File: src/arxp_pkg.sv
`default_nettype none
// ----------------------------------------------------------------------------
// arxp_pkg
// Types, constants and word shuffles shared by the 512-bit ARX permutation.
// ----------------------------------------------------------------------------
package arxp_pkg;

  localparam int unsigned MaxRounds = 32;
  localparam int unsigned RoundW    = 6;

  localparam logic [63:0] RcStepLo = 64'h0504070601000302;
  localparam logic [63:0] RcStepHi = 64'h0D0C0F0E09080B0A;

  typedef logic [1:0][63:0] lane_pair_t;
  typedef logic [3:0][31:0] words_t;
  typedef logic [3:0][1:0]  sel_t;

  typedef struct packed {
    lane_pair_t d;
    lane_pair_t c;
    lane_pair_t b;
    lane_pair_t a;
  } state_t;

  localparam sel_t SelB = {2'd1, 2'd2, 2'd3, 2'd0};
  localparam sel_t SelC = {2'd2, 2'd3, 2'd0, 2'd1};
  localparam sel_t SelD = {2'd3, 2'd0, 2'd1, 2'd2};

  function automatic logic [63:0] rc_lane(input int unsigned idx, input logic [63:0] step);
    return 64'd1 + 64'(idx) * step;
  endfunction

  function automatic lane_pair_t swap_halves(input lane_pair_t x);
    words_t w;
    words_t r;
    w = words_t'(x);
    for (int i = 0; i < 4; i++) begin
      r[i] = {w[i][15:0], w[i][31:16]};
    end
    return lane_pair_t'(r);
  endfunction

  function automatic lane_pair_t reorder(input lane_pair_t x, input sel_t sel);
    words_t w;
    words_t r;
    w = words_t'(x);
    for (int i = 0; i < 4; i++) begin
      r[i] = w[sel[i]];
    end
    return lane_pair_t'(r);
  endfunction

endpackage
`default_nettype wire

File: src/arxp_round.sv
`default_nettype none
// ----------------------------------------------------------------------------
// arxp_round
// One permutation round in two register stages: constant add and first mix
// pass, then second mix pass and word shuffles. Disabled rounds pass through.
// ----------------------------------------------------------------------------
module arxp_round (
  input  logic                clk_i,
  input  logic                rst_ni,
  input  logic                valid_i,
  input  logic                en_i,
  input  arxp_pkg::lane_pair_t rc_i,
  input  arxp_pkg::state_t    state_i,
  output logic                valid_o,
  output arxp_pkg::state_t    state_o
);
  import arxp_pkg::*;

  state_t mid_d, mid_q;
  state_t out_d, out_q;
  logic   mid_valid_q, out_valid_q;

  always_comb begin
    mid_d = state_i;
    if (en_i) begin
      for (int k = 0; k < 2; k++) begin
        mid_d.a[k] = state_i.a[k] + rc_i[k] + state_i.b[k];
        mid_d.c[k] = state_i.c[k] + state_i.d[k];
        mid_d.b[k] = state_i.b[k] ^ mid_d.c[k];
        mid_d.d[k] = state_i.d[k] ^ mid_d.a[k];
      end
    end
  end

  always_comb begin
    out_d = mid_q;
    if (en_i) begin
      for (int k = 0; k < 2; k++) begin
        out_d.a[k] = mid_q.a[k] + mid_q.b[k];
        out_d.c[k] = mid_q.c[k] + mid_q.d[k];
        out_d.b[k] = mid_q.b[k] ^ out_d.c[k];
        out_d.d[k] = mid_q.d[k] ^ out_d.a[k];
      end
      out_d.a = swap_halves(out_d.a);
      out_d.b = reorder(out_d.b, SelB);
      out_d.c = reorder(out_d.c, SelC);
      out_d.d = reorder(out_d.d, SelD);
    end
  end

  always_ff @(posedge clk_i or negedge rst_ni) begin
    if (!rst_ni) begin
      mid_valid_q <= 1'b0;
      out_valid_q <= 1'b0;
    end else begin
      mid_valid_q <= valid_i;
      out_valid_q <= mid_valid_q;
    end
  end

  always_ff @(posedge clk_i) begin
    mid_q <= mid_d;
    out_q <= out_d;
  end

  assign valid_o = out_valid_q;
  assign state_o = out_q;

  a_mid_valid : assert property (@(posedge clk_i) disable iff (!rst_ni)
    mid_valid_q |-> $past(valid_i))
    else $error("mid stage valid without request");

  a_out_valid : assert property (@(posedge clk_i) disable iff (!rst_ni)
    out_valid_q |-> $past(mid_valid_q))
    else $error("out stage valid without mid stage");

  a_bypass : assert property (@(posedge clk_i) disable iff (!rst_ni)
    (out_valid_q && !$past(en_i) && !$past(en_i, 2)) |-> (state_o == $past(state_i, 2)))
    else $error("disabled round altered the state");

endmodule
`default_nettype wire

File: config.mk
export PLATFORM = sky130hd
export DESIGN_NAME = arxp_round
export DESIGN_NICKNAME = d
export VERILOG_FILES = /design/src/arxp_pkg.sv /design/src/arxp_round.sv
export SDC_FILE = /design/constraint.sdc
export NUM_CORES = 2
export LEC_CHECK = 0
export BUFFER_PORTS_ARGS = -buffer_cell sky130_fd_sc_hd__buf_4
export CAP_MARGIN = 30
export CORE_AREA = 2 2 456 458
export DETAILED_ROUTE_END_ITERATION = 16
export DIE_AREA = 0 0 458 460
export SLEW_MARGIN = 20
export SYNTH_ARGS = -nofsm -noshare
export SYNTH_HDL_FRONTEND = slang
export SYNTH_SLANG_ARGS = --single-unit
File: constraint.sdc
create_clock -name clk_i -period 4.7 [get_ports clk_i]
set_clock_uncertainty 0.15 [all_clocks]
set_input_delay 0.705 -clock clk_i [delete_from_list [all_inputs] [get_ports clk_i]]
set_output_delay 0.705 -clock clk_i [all_outputs]
set_load 0.05 [all_outputs]
==> summary.txt <==
Synthesis
  • Share of Yosys cell area claimed by the top area cell type: 0.318
  • Yosys cell types: 89
  • Synthesized instance count: about 7,600
  • Mean Syn Cell Area: around 8.5 µm²
  • Dominant cell type by area after synthesis: dfxtp_1
  • Netlist Area Pre-Place: 64,500 µm²
  • Number of flops mapped to enable cells by yosys: 0
  • Main area contributors after synthesis: dfxtp_1 (32%), xnor2_1 (11%), ha_1 (9.7%)
  • Most used DFF post-synth: dfxtp_1
  • Ys async rst share: 0.00195
  • Most numerous cell in the Yosys netlist: dfxtp_1
  • Synth cell count leaders: dfxtp_1 (1,024), xnor2_1 (780), a21oi_1 (716)
  • Synth Warn #: 0
  • Syn nets: 8,901
  • #FFs+latches synth: approximately 1,000
  • Sequential element share of the synthesized area: 0.318

Worst setup path
  • CP Class: reg2reg
  • R2r startpoint: mid_q[404]
  • Critical-path maximum fanout: 7
  • Startpoint Class: flip-flop
  • Critical Path End: state_o[273]
  • WP data required: roughly 5.2 ns
  • Critical path capture point type: flip-flop
  • R2R cell count: 14
  • CP startpoint: mid_q[404]
  • Worst Path Arrival: roughly 5.2 ns
  • Reg2Reg Capture Point: state_o[273]
  • Reg2Reg Setup Slack: a little over 0.09 ns

Timing
  • Final Worst Setup Slack: between 0.09 and 0.1 ns
  • Final period util: 0.980
  • Final setup fails: 0
  • Worst-margin pin slew: ~1.2 ns
  • Hold_ws: 0.0339 ns
  • Final Max Tran Viols: 0
  • Max frequency: 217 MHz
  • Final hold vios: 0
  • RSZ-0062 raised after global routing: false
  • Worst rel slew slack: 0.187
  • Min Tclk post-route: between 4 and 5 ns

Hold path
  • Worst hold start: state_i[224]
  • Min-Delay Path Class: in2reg
  • Hold-critical path depth: 2

GRT
  • Vias in the first global route: 65,200
  • First-pass GRT wire length: 515,000 µm
  • GR Overflow Total: 0
  • Global-route usage over all layers: 0.351
  • Largest net degree at the start of global routing: 146
  • Initial antenna violation count: between 50 and 60

Place
  • Global placement routability congestion: approximately 1.1
  • Post-DP HPWL: 336,000 µm
  • Dpl ws: -0.736 ns
  • Port bufs: around 1,200

Floorplan
  • Die area: 211,000 µm²
  • I/O pins: about 1,200
  • Initial Util: 0.313
  • Height of the die: ~460 µm
  • Die Span X: around 460 µm
  • # rows: around 170
  • Area of the core region: around 210,000 µm²

Run status
  • Status: finished clean

Clock network
  • # clock sinks: between 1,000 and 1,500
  • Worst-case clock buffer depth: 3
  • CTS clk-pin slew, worst paths: 0.06 ns
  • Root Driver: clkbuf_16
  • Num CTS Buffers: 130
  • CTS H-tree depth: 4
  • Worst-Skew Late Latency: around 0.82 ns
  • TritonCTS clock tree: built

Route
  • DR WL met2: between 150,000 and 200,000 µm
  • Vias/cell: around 5.4
  • Post-Route WL: about 390,000 µm
  • Routed Antenna Nets: 0
  • DR iter-0 viols: ~6,600
  • Via Count: between 60,000 and 70,000
  • Remaining design rule violation count: 0
  • Drt first pass iters: 6
  • DR top layer: met5
  • Wire length on met1: 161,000 µm
  • Post-DR wirelength/cell: about 31 µm
  • DR WL met3: about 29,000 µm

Flow run
  • MaxCap Viol Count: 0

Power and ir drop
  • Lkg Pwr: slightly above 40 nW
  • Maximum vdd drop: between 500 and 600 µV
  • Pwr dens: between 700 and 800 nW/µm²

Cells and area
  • Fraction of layout cells with a size suffix above 1: 0.236
  • Final net count: between 10,000 and 15,000
  • P&R area growth vs syn: 35.8%
==> kinds of logic (layout without fill, tap and decap cells) <==
logic type,after synthesis,count (layout),synth area share
AO/OA/AOI/OAI,2300,2300,0.217
AND/OR/NAND/NOR,1702,1702,0.121
flip-flops,1026,1026,0.318
XOR/XNOR,965,965,0.132
buffers and inverters,855,2830,0.0498
adder cells (fa/ha/maj),636,636,0.139
multiplexers,137,137,0.0237
other,0,32,0
==> timing repair <==
| action | 4_1_cts | 5_1_grt |
|---|---|---|
| setup endpoints to repair | 3 | 43 |
| endpoints found under the hold margin | 219 | 0 |
| buffers inserted | 1 | 0 |
| hold buffers | 218 | 0 |
| resized for setup | 3 | 24 |
| pin swaps | 1 | 1 |
==> through the flow <==
stage | instances | util | setup TNS, ns | instance area, µm² | power (mW)
3_3_place_gp | 11800 | 0.392 | -34.75 | 80700 | 54.5
2_1_floorplan | 7621 | - | 0 | 64500 | 35.8
4_1_cts | 12300 | 0.424 | 0 | 87500 | 65.5
6_report | 12300 | 0.425 | 0 | 87700 | 66.2
5_1_grt | 12300 | 0.425 | 0 | 87600 | 68.2
3_5_place_dp | 11800 | 0.392 | -33.55 | 80700 | 54.4
==> final cells by class <==
| type | count | area [µm²] |
|---|---|---|
| fillers | 20800 | 118000 |
| multi-input cells | 5740 | 40900 |
| flip-flops and latches | 1026 | 20600 |
| repair buffers | 2065 | 16200 |
| clock buffers | 166 | 3650 |
| well taps | 2704 | 3380 |
| inverters | 532 | 2000 |
| clock inverters | 67 | 880 |
| diodes | 32 | 80.1 |
==> per-layer routing <==
| layer | vias to the layer above | GRT usage |
|---|---|---|
| li1 | 30300 | - |
| met1 | 32400 | 0.450 |
| met2 | 3255 | 0.543 |
| met3 | 674 | 0.0690 |
| met4 | 18 | 0.214 |
| met5 | - | 0 |
==> power breakdown <==
part | internal [mW] | switching [mW]
Combinational | 13.5 | 26.3
Clock | 6.07 | 4.57
Sequential | 12.1 | 3.61
==> sequential cells by signal, indices dropped and copies added, names as in the netlist <==
signal,cells
mid_q,512
valid_o,1
state_o,512
mid_valid_q,1
==> cells in the final DEF, fill, tap and decap left out, types with 116 or more instances in the layout <==
cell | netlist | final
dlygate4sd3_1 | 0 | 218
inv_1 | 531 | 531
xor2_1 | 182 | 180
xnor2_1 | 780 | 776
a21oi_1 | 716 | 715
o21ai_0 | 697 | 696
mux2_2 | 128 | 127
fa_1 | 134 | 134
ha_1 | 502 | 501
a21o_1 | 333 | 333
clkbuf_16 | 0 | 131
o21bai_1 | 116 | 116
buf_4 | 0 | 1830
nand4_1 | 153 | 153
nand2_1 | 703 | 703
dfxtp_1 | 1024 | 1022
nor2_1 | 394 | 394
==> critical path, cell delays in order, from the launching register on <==
cell and delay, ns:
dfxtp_1 0.46, ha_1 0.52, nand2_1 0.16, nor2_1 0.23, or4b_1 0.45, nor3_1 0.34, nor3_2 0.16, and3b_1 0.26
o31ai_1 0.12, o21ai_0 0.53, a21oi_1 0.23, o21bai_1 0.33, xnor2_1 0.12, buf_4 0.17, mux2_2 0.25
==> worst min path at each step <==
| stage | to |
|---|---|
| floorplan | valid_o |
| global placement | valid_o |
| detailed placement | valid_o |
| CTS | mid_q[478] |
| global route | mid_q[224] |
| finish | mid_q[224] |
No activity file was read; power rests on OpenSTA's default activity.
